File: config.mk
export PLATFORM = sky130hd
export DESIGN_NAME = nat_type_probe_client_core_flat
export DESIGN_NICKNAME = d
export VERILOG_FILES = /design/src/design/ntpc_pkg.sv /design/src/design/ntpc_in_if.sv /design/src/design/ntpc_out_if.sv /design/src/design/ntpc_decide.sv /design/src/design/nat_type_probe_client.sv /design/src/flat_wrapper.sv
export SDC_FILE = /design/constraint.sdc
export NUM_CORES = 1
export LEC_CHECK = 0
export BUFFER_PORTS_ARGS = -buffer_cell sky130_fd_sc_hd__buf_2
export CAP_MARGIN = 10
export CORE_UTILIZATION = 50
export CTS_CLUSTER_SIZE = 24
export DETAILED_ROUTE_END_ITERATION = 10
export PLACE_DENSITY_LB_ADDON = 0.25
export SLEW_MARGIN = 20
export SYNTH_ARGS = -nofsm -noshare
export SYNTH_HDL_FRONTEND = slang
export SYNTH_SLANG_ARGS = --single-unit
File: constraint.sdc
create_clock -name i_clk -period 5.2 [get_ports i_clk]
set_input_delay 0.78 -clock i_clk [delete_from_list [all_inputs] [get_ports i_clk]]
set_output_delay 0.78 -clock i_clk [all_outputs]
set_load 0.05 [all_outputs]
File: src/design/ntpc_pkg.sv
package ntpc_pkg;

    // configuration port geometry
    localparam int CFG_IDX_W  = 3;
    localparam int CFG_DATA_W = 32;

    // register indexes
    localparam logic [CFG_IDX_W-1:0] REG_SERVER_IP      = 3'd0;
    localparam logic [CFG_IDX_W-1:0] REG_SERVER_PORT    = 3'd1;
    localparam logic [CFG_IDX_W-1:0] REG_DETECT_OPCODE  = 3'd2;
    localparam logic [CFG_IDX_W-1:0] REG_RETRY_INTERVAL = 3'd3;
    localparam logic [CFG_IDX_W-1:0] REG_MAX_SENDS      = 3'd4;

    // register reset values
    localparam logic [7:0] RETRY_INTERVAL_RST = 8'd2;
    localparam logic [3:0] MAX_SENDS_RST      = 4'd8;

    // item function codes
    localparam logic [1:0] FUNC_START = 2'd0;
    localparam logic [1:0] FUNC_PKT   = 2'd1;
    localparam logic [1:0] FUNC_TICK  = 2'd2;

    // probe and reply step codes
    localparam logic [1:0] STEP_REQ1 = 2'd0;
    localparam logic [1:0] STEP_REQ2 = 2'd1;
    localparam logic [1:0] STEP_FULL = 2'd2;

    // nat type codes
    localparam logic [1:0] NAT_UNCHECKED  = 2'd0;
    localparam logic [1:0] NAT_SYMMETRIC  = 2'd1;
    localparam logic [1:0] NAT_FULL_CONE  = 2'd2;
    localparam logic [1:0] NAT_RESTRICTED = 2'd3;

    // probe phase, one-hot
    typedef enum logic [3:0] {
        PH_IDLE = 4'b0001,
        PH_REQ1 = 4'b0010,
        PH_REQ2 = 4'b0100,
        PH_FULL = 4'b1000
    } t_phase;

    typedef struct packed {
        logic [31:0] server_ip;
        logic [15:0] server_port;
        logic [7:0]  detect_opcode;
        logic [7:0]  retry_interval;
        logic [3:0]  max_sends;
    } t_cfg;

    typedef struct packed {
        t_phase      phase;
        logic [31:0] saved_ip;
        logic [15:0] saved_port;
        logic [3:0]  tries_left;
        logic [7:0]  countdown;
        logic [1:0]  decided_type;
    } t_state;

    typedef struct packed {
        logic [1:0]  func;
        logic [31:0] src_ip;
        logic [15:0] src_port;
        logic        pkt_len_ok;
        logic [7:0]  pkt_opt;
        logic [1:0]  pkt_step;
        logic [31:0] mapped_ip;
        logic [15:0] mapped_port;
    } t_in_item;

    typedef struct packed {
        logic        send_valid;
        logic [1:0]  send_step;
        logic [15:0] send_port;
        logic [1:0]  nat_kind;
    } t_out_item;

endpackage

File: src/design/ntpc_in_if.sv
interface ntpc_in_if;
    logic        valid;
    logic        ready;
    logic [1:0]  func;
    logic [31:0] src_ip;
    logic [15:0] src_port;
    logic        pkt_len_ok;
    logic [7:0]  pkt_opt;
    logic [1:0]  pkt_step;
    logic [31:0] mapped_ip;
    logic [15:0] mapped_port;

    modport source (
        output valid, func, src_ip, src_port, pkt_len_ok, pkt_opt, pkt_step,
               mapped_ip, mapped_port,
        input  ready
    );
    modport sink (
        input  valid, func, src_ip, src_port, pkt_len_ok, pkt_opt, pkt_step,
               mapped_ip, mapped_port,
        output ready
    );
endinterface

File: src/design/ntpc_out_if.sv
interface ntpc_out_if;
    logic        valid;
    logic        ready;
    logic        send_valid;
    logic [1:0]  send_step;
    logic [15:0] send_port;
    logic [1:0]  nat_kind;

    modport source (
        output valid, send_valid, send_step, send_port, nat_kind,
        input  ready
    );
    modport sink (
        input  valid, send_valid, send_step, send_port, nat_kind,
        output ready
    );
endinterface

File: src/design/ntpc_decide.sv
module ntpc_decide (
    input  ntpc_pkg::t_cfg      i_cfg,
    input  ntpc_pkg::t_state    i_state,
    input  ntpc_pkg::t_in_item  i_item,
    output ntpc_pkg::t_state    o_state,
    output ntpc_pkg::t_out_item o_result
);
    import ntpc_pkg::*;

    logic       do_issue;
    logic [1:0] issue_sel;
    logic [3:0] tries_base;
    logic [7:0] cd_dec;
    logic       pkt_ok;

    assign pkt_ok = i_item.pkt_len_ok && (i_item.pkt_opt == i_cfg.detect_opcode);
    assign cd_dec = (i_state.countdown != 8'd0) ? i_state.countdown - 8'd1
                                                : i_state.countdown;

    always_comb begin
        o_state    = i_state;
        o_result   = '0;
        do_issue   = 1'b0;
        issue_sel  = STEP_REQ1;
        tries_base = i_state.tries_left;

        // event handling
        unique case (i_item.func)
            FUNC_START: begin
                o_state.decided_type = NAT_UNCHECKED;
                tries_base = i_cfg.max_sends;
                do_issue   = 1'b1;
                issue_sel  = STEP_REQ1;
            end
            FUNC_PKT: begin
                if (pkt_ok) begin
                    priority if (i_item.pkt_step == STEP_REQ1 && i_state.phase == PH_REQ1) begin
                        o_state.saved_ip   = i_item.mapped_ip;
                        o_state.saved_port = i_item.mapped_port;
                        tries_base = i_cfg.max_sends;
                        do_issue   = 1'b1;
                        issue_sel  = STEP_REQ2;
                    end else if (i_item.pkt_step == STEP_REQ2
                                 && i_state.phase == PH_REQ2) begin
                        if (i_item.mapped_ip == i_state.saved_ip
                            && i_item.mapped_port == i_state.saved_port) begin
                            tries_base = i_cfg.max_sends;
                            do_issue   = 1'b1;
                            issue_sel  = STEP_FULL;
                        end else begin
                            o_state.decided_type = NAT_SYMMETRIC;
                            o_result.nat_kind    = NAT_SYMMETRIC;
                        end
                    end else if (i_item.pkt_step == STEP_FULL
                                 && i_state.phase == PH_FULL) begin
                        if (i_item.src_ip == i_cfg.server_ip
                            && i_item.src_port == i_cfg.server_port + 16'd2) begin
                            o_state.decided_type = NAT_FULL_CONE;
                            o_result.nat_kind    = NAT_FULL_CONE;
                        end
                    end else begin
                        // reply not matching the outstanding probe
                    end
                end
            end
            FUNC_TICK: begin
                if (i_state.decided_type != NAT_UNCHECKED) begin
                    o_result.nat_kind = i_state.decided_type;
                end else begin
                    o_state.countdown = cd_dec;
                    if (cd_dec == 8'd0 && i_state.phase != PH_IDLE) begin
                        if (i_state.tries_left == 4'd0) begin
                            o_state.decided_type = (i_state.phase == PH_FULL)
                                                   ? NAT_RESTRICTED : NAT_SYMMETRIC;
                            o_result.nat_kind    = o_state.decided_type;
                        end else begin
                            do_issue = 1'b1;
                            unique case (i_state.phase)
                                PH_REQ2: issue_sel = STEP_REQ2;
                                PH_FULL: issue_sel = STEP_FULL;
                                default: issue_sel = STEP_REQ1;
                            endcase
                        end
                    end
                end
            end
            default: begin
                // unknown function: no change, all-zero result
            end
        endcase

        // probe send: rearm countdown, use one try
        if (do_issue) begin
            unique case (issue_sel)
                STEP_REQ2: o_state.phase = PH_REQ2;
                STEP_FULL: o_state.phase = PH_FULL;
                default:   o_state.phase = PH_REQ1;
            endcase
            o_state.countdown  = i_cfg.retry_interval;
            o_state.tries_left = (tries_base != 4'd0) ? tries_base - 4'd1 : 4'd0;
            o_result.send_valid = 1'b1;
            o_result.send_step  = issue_sel;
            o_result.send_port  = (issue_sel == STEP_REQ2) ? i_cfg.server_port + 16'd1
                                                           : i_cfg.server_port;
        end
    end

endmodule

File: src/design/nat_type_probe_client.sv
// nat type probe client core
//
// input channel i_in carries one event item: start, received packet or
// one-second tick. output channel o_out returns exactly one result item per
// input item: a probe to send (step and destination port), the nat type
// decided, or neither, in input order.
// configuration is a plain write port (i_cfg_we, i_cfg_idx, i_cfg_data); the user
// must write it only while the block holds no items; the block does not enforce it.
//
// an accepted item lands in the input register; once the result register is free
// or draining, the decision logic updates the probe state and loads the result
// register. one item per cycle is sustained while the receiver does not stall;
// the rate is set by the single state update path between the two registers.
//
// reset (i_rst_n low, synchronous) empties both registers, loads register
// defaults (retry interval 2, max sends 8) and returns to idle with eight tries.
// when the receiver stalls, the result is held and the input register keeps
// its item; i_in.ready drops only while both stages are full.
module nat_type_probe_client_core (
    input  logic                             i_clk,
    input  logic                             i_rst_n,
    input  logic                             i_cfg_we,
    input  logic [ntpc_pkg::CFG_IDX_W-1:0]   i_cfg_idx,
    input  logic [ntpc_pkg::CFG_DATA_W-1:0]  i_cfg_data,
    ntpc_in_if.sink                          i_in,
    ntpc_out_if.source                       o_out
);
    import ntpc_pkg::*;

    t_cfg      r_cfg;
    t_state    r_state;
    t_state    n_state;
    t_in_item  r_in_item;
    logic      r_in_valid;
    t_out_item r_out_item;
    t_out_item n_out_item;
    logic      r_out_valid;
    logic      advance;

    assign advance    = r_in_valid && (!r_out_valid || o_out.ready);
    assign i_in.ready = !r_in_valid || advance;

    // configuration registers
    always_ff @(posedge i_clk) begin
        if (!i_rst_n) begin
            r_cfg.server_ip      <= '0;
            r_cfg.server_port    <= '0;
            r_cfg.detect_opcode  <= '0;
            r_cfg.retry_interval <= RETRY_INTERVAL_RST;
            r_cfg.max_sends      <= MAX_SENDS_RST;
        end else if (i_cfg_we) begin
            unique case (i_cfg_idx)
                REG_SERVER_IP:      r_cfg.server_ip      <= i_cfg_data[31:0];
                REG_SERVER_PORT:    r_cfg.server_port    <= i_cfg_data[15:0];
                REG_DETECT_OPCODE:  r_cfg.detect_opcode  <= i_cfg_data[7:0];
                REG_RETRY_INTERVAL: r_cfg.retry_interval <= i_cfg_data[7:0];
                REG_MAX_SENDS:      r_cfg.max_sends      <= i_cfg_data[3:0];
                default: ;
            endcase
        end
    end

    // input register
    always_ff @(posedge i_clk) begin
        if (!i_rst_n) begin
            r_in_valid <= 1'b0;
        end else if (i_in.ready) begin
            r_in_valid <= i_in.valid;
        end
    end

    always_ff @(posedge i_clk) begin
        if (i_in.valid && i_in.ready) begin
            r_in_item.func        <= i_in.func;
            r_in_item.src_ip      <= i_in.src_ip;
            r_in_item.src_port    <= i_in.src_port;
            r_in_item.pkt_len_ok  <= i_in.pkt_len_ok;
            r_in_item.pkt_opt     <= i_in.pkt_opt;
            r_in_item.pkt_step    <= i_in.pkt_step;
            r_in_item.mapped_ip   <= i_in.mapped_ip;
            r_in_item.mapped_port <= i_in.mapped_port;
        end
    end

    // probe decision logic
    ntpc_decide u_decide (
        .i_cfg    (r_cfg),
        .i_state  (r_state),
        .i_item   (r_in_item),
        .o_state  (n_state),
        .o_result (n_out_item)
    );

    // probe state
    always_ff @(posedge i_clk) begin
        if (!i_rst_n) begin
            r_state.phase        <= PH_IDLE;
            r_state.saved_ip     <= '0;
            r_state.saved_port   <= '0;
            r_state.tries_left   <= MAX_SENDS_RST;
            r_state.countdown    <= '0;
            r_state.decided_type <= NAT_UNCHECKED;
        end else if (advance) begin
            r_state <= n_state;
        end
    end

    // result register
    always_ff @(posedge i_clk) begin
        if (!i_rst_n) begin
            r_out_valid <= 1'b0;
        end else if (advance) begin
            r_out_valid <= 1'b1;
        end else if (o_out.ready) begin
            r_out_valid <= 1'b0;
        end
    end

    always_ff @(posedge i_clk) begin
        if (advance) begin
            r_out_item <= n_out_item;
        end
    end

    assign o_out.valid      = r_out_valid;
    assign o_out.send_valid = r_out_item.send_valid;
    assign o_out.send_step  = r_out_item.send_step;
    assign o_out.send_port  = r_out_item.send_port;
    assign o_out.nat_kind   = r_out_item.nat_kind;

endmodule

File: src/flat_wrapper.sv
// flat-port wrapper written by rule: the top's interface ports become plain ports
module nat_type_probe_client_core_flat import ntpc_pkg::*;
  (i_clk, i_rst_n, i_cfg_we, i_cfg_idx, i_cfg_data, i_in_valid, i_in_func, i_in_src_ip, i_in_src_port, i_in_pkt_len_ok, i_in_pkt_opt, i_in_pkt_step, i_in_mapped_ip, i_in_mapped_port, i_in_ready, o_out_valid, o_out_send_valid, o_out_send_step, o_out_send_port, o_out_nat_kind, o_out_ready);
  ntpc_in_if i_in_i ();
  ntpc_out_if o_out_i ();
  input  logic i_clk;
  input  logic i_rst_n;
  input  logic i_cfg_we;
  input  logic [ntpc_pkg::CFG_IDX_W-1:0] i_cfg_idx;
  input  logic [ntpc_pkg::CFG_DATA_W-1:0] i_cfg_data;
  input wire logic [$bits(i_in_i.valid)-1:0] i_in_valid;
  input wire logic [$bits(i_in_i.func)-1:0] i_in_func;
  input wire logic [$bits(i_in_i.src_ip)-1:0] i_in_src_ip;
  input wire logic [$bits(i_in_i.src_port)-1:0] i_in_src_port;
  input wire logic [$bits(i_in_i.pkt_len_ok)-1:0] i_in_pkt_len_ok;
  input wire logic [$bits(i_in_i.pkt_opt)-1:0] i_in_pkt_opt;
  input wire logic [$bits(i_in_i.pkt_step)-1:0] i_in_pkt_step;
  input wire logic [$bits(i_in_i.mapped_ip)-1:0] i_in_mapped_ip;
  input wire logic [$bits(i_in_i.mapped_port)-1:0] i_in_mapped_port;
  output wire logic [$bits(i_in_i.ready)-1:0] i_in_ready;
  output wire logic [$bits(o_out_i.valid)-1:0] o_out_valid;
  output wire logic [$bits(o_out_i.send_valid)-1:0] o_out_send_valid;
  output wire logic [$bits(o_out_i.send_step)-1:0] o_out_send_step;
  output wire logic [$bits(o_out_i.send_port)-1:0] o_out_send_port;
  output wire logic [$bits(o_out_i.nat_kind)-1:0] o_out_nat_kind;
  input wire logic [$bits(o_out_i.ready)-1:0] o_out_ready;
  assign i_in_i.valid = i_in_valid;
  assign i_in_i.func = i_in_func;
  assign i_in_i.src_ip = i_in_src_ip;
  assign i_in_i.src_port = i_in_src_port;
  assign i_in_i.pkt_len_ok = i_in_pkt_len_ok;
  assign i_in_i.pkt_opt = i_in_pkt_opt;
  assign i_in_i.pkt_step = i_in_pkt_step;
  assign i_in_i.mapped_ip = i_in_mapped_ip;
  assign i_in_i.mapped_port = i_in_mapped_port;
  assign i_in_ready = i_in_i.ready;
  assign o_out_valid = o_out_i.valid;
  assign o_out_send_valid = o_out_i.send_valid;
  assign o_out_send_step = o_out_i.send_step;
  assign o_out_send_port = o_out_i.send_port;
  assign o_out_nat_kind = o_out_i.nat_kind;
  assign o_out_i.ready = o_out_ready;
  nat_type_probe_client_core u_core (.i_clk(i_clk), .i_rst_n(i_rst_n), .i_cfg_we(i_cfg_we), .i_cfg_idx(i_cfg_idx), .i_cfg_data(i_cfg_data), .i_in(i_in_i), .o_out(o_out_i));
endmodule
==> qor.yml <==
ys.flop_type: "dfxtp_1"
tightest_slew_ps: 1030
ys_ff_latch: 266
rsz0062_at_grt: "false"
crit_arrival_ps: 4000
overflow: 0
final_area_sq_mm: 0.0135
cts_resized: 0
syn_avg_cell_area_sq_um: 10.7
yosys.area.top_type: "edfxtp_1"
drv_cap: 0
cts_buffers: 26
ant_nets: 0
clock_latency_ps: 520
dieHeight_um: 153
gp_congestion: 0.865
core_sq_mm: 0.0226
p_leak_nw: 5.05
grt_pass1_vias: 7774
viasPerCell: 5.27
htree_num_levels: 1
setup_violations: 0
path_class: "flip-flop to flip-flop"
max_slew_margin: 0.309
fin_worst_skew_ps: 5.77
syn_to_final_growth_pct: 17.6
post_cts_buffers: 0
clock_path_buffers: 3
ys_seq_area_frac: 0.578
grt_pass1_wl_mm: 39.3
die_x_um: 153
netlist_top_cells_count: "nand2_1 (169), dfxtp_1 (136), edfxtp_1 (130), nor2_1 (98), a21oi_1 (80)"
grt_max_degree: 50
synth-edff-count: 130
rows: 55
post_dp_cell_area_sq_mm: 0.0125
track_usage: 0.209
cts_root_buf: "clkbuf_16"
port_buffers: 171
required_ps: 5460
status: "completed"
die-area_sq_mm: 0.0235
period_share: 0.719
finalSetupTns_ps: 0
wirelength_mm: 24.6
fill_cells: 1882
drtIter0Drc: 485
yosysWarningCount: 0
synthArstFlopShare: 0
cp-start-kind: "flip-flop"
final_net_count: 1388
vias: 8123
boundaryPins: 172
drive_above_1_share: 0.192
min_period_ps: 3740
worstPathMaxFanout: 10
clkTransAtPathRegs_ps: 60
hold_path_class: "input port to flip-flop"
hpwl_mm: 17.4
ys_types: 67
synth_top_area_frac: 0.340
fmaxAchievable_ghz: 0.267
antenna_found_initial: 6
instances_no_fill: 1541
power_density_mw_per_mm2: 339
cts_sinks: 266
reg2reg_slack_ps: 1460
syn_area_sq_mm: 0.0115
maxSlewViolCount: 0
initial_utilization: 0.508
wl_per_cell_um: 16.0
hold_ws_ps: 431
cts_tree: "done"
endpoint_kind: "flip-flop"
drtPass1Iterations: 5
synthesis.nets: 1231
yosysMostFrequentCell: "nand2_1"
dp_cells: 1485
synthTopCellsByArea: "edfxtp_1 (34%), dfxtp_1 (24%), nand2_1 (5.5%)"
vdd_ir_drop_max_mv: 0.260
hold_buffers: 0
hold_viol: 0
route.detailed.drc: 0
syn_inst: 1071
state kept, by name (all words and copies together) (netlist names):
register	cells
u_core.o_out.nat_kind	2
u_core.o_out.send_port	16
u_core.o_out.send_step	2
u_core.o_out.send_valid	1
u_core.o_out.valid	1
u_core.r_cfg	68
u_core.r_in_item	109
u_core.r_in_valid	1
u_core.r_state	66
power breakdown:
group / switching [mW] / total, mW / internal, mW
Clock: 0.762 / 1.97 / 1.21
Combinational: 0.166 / 0.273 / 0.107
Sequential: 0.0457 / 2.32 / 2.28
worst paths after layout:
check / start / to / cells after the start
setup / recovery: u_core.r_state[2] / u_core.o_out.send_port[14] / 17
hold / removal: i_in_src_port[12] / u_core.r_in_item[71] / 1
setup reg to reg: u_core.r_state[2] / u_core.o_out.send_port[14] / 17
hold reg to reg: u_core.r_cfg[57] / u_core.r_cfg[57] / 2
cell type report:
| class | instances | area (sq um) | area share |
|---|---|---|---|
| clock buffer | 37 | 793 | 0.0589 |
| sequential | 266 | 6630 | 0.492 |
| antenna | 8 | 20.0 | 0.00149 |
| multi-input combinational | 731 | 4550 | 0.337 |
| timing repair buffer | 178 | 908 | 0.0674 |
| inverter | 25 | 95.1 | 0.00705 |
| clock inverter | 11 | 131 | 0.00975 |
| tap | 285 | 357 | 0.0265 |
per-layer routing:
metal,track usage,vias to the layer above,routed length (um)
met1,0.287,3817,11200
met5,0,-,13
met2,0.334,199,11400
met3,0.0420,40,1410
li1,-,4065,-
met4,0.0605,2,487
layout by cell type, fill, tap and decap left out, types with 6 or more instances in the layout:
cell type    n
o2bb2ai_1    7
nor2b_1      9
edfxtp_1   130
nor2_1      97
xnor2_1     51
buf_2      171
mux2i_1     57
clkbuf_8     8
dfxtp_1    136
clkinv_2     6
nor4_1      24
o21ai_0     10
nand2_1    168
nor3_1      13
a21oi_1     80
xor2_1      67
clkbuf_16   27
diode_2      8
nand3_1     23
ha_1        11
buf_4        7
inv_1       24
nand4_1     16
metrics by stage:
step	setup slack, ps	util	total power, mW
after global placement	1510	0.555	2.64
after floorplan	920	-	2.53
after global routing	1060	0.597	4.72
final	1460	0.597	4.56
after detailed placement	1490	0.555	2.64
after CTS	1450	0.596	4.60
worst max-delay path, stage by stage, from the launching register on:
cell and delay [ps]:
dfxtp_1 360, inv_1 120, ha_1 360, nor3b_1 310, nor4_1 110, a211oi_2 300
nand3_1 170, o21ai_0 170, nand2_1 110, inv_1 100, ha_1 270, nand2_1 110
nor2_1 170, nand3_1 190, nor3_1 300, nand3_1 130, xor2_1 150, nor2_1 50
cell families after synthesis:
logic type               after synthesis  share of synthesized area
adder cells (fa/ha/maj)               11                     0.0120
AND/OR/NAND/NOR                      399                      0.163
buffers and inverters                 74                     0.0265
AO/OA/AOI/OAI                        144                     0.0787
XOR/XNOR                             118                     0.0901
flip-flops                           266                      0.578
multiplexers                          59                     0.0517
Power figures use the tool's default switching activity.
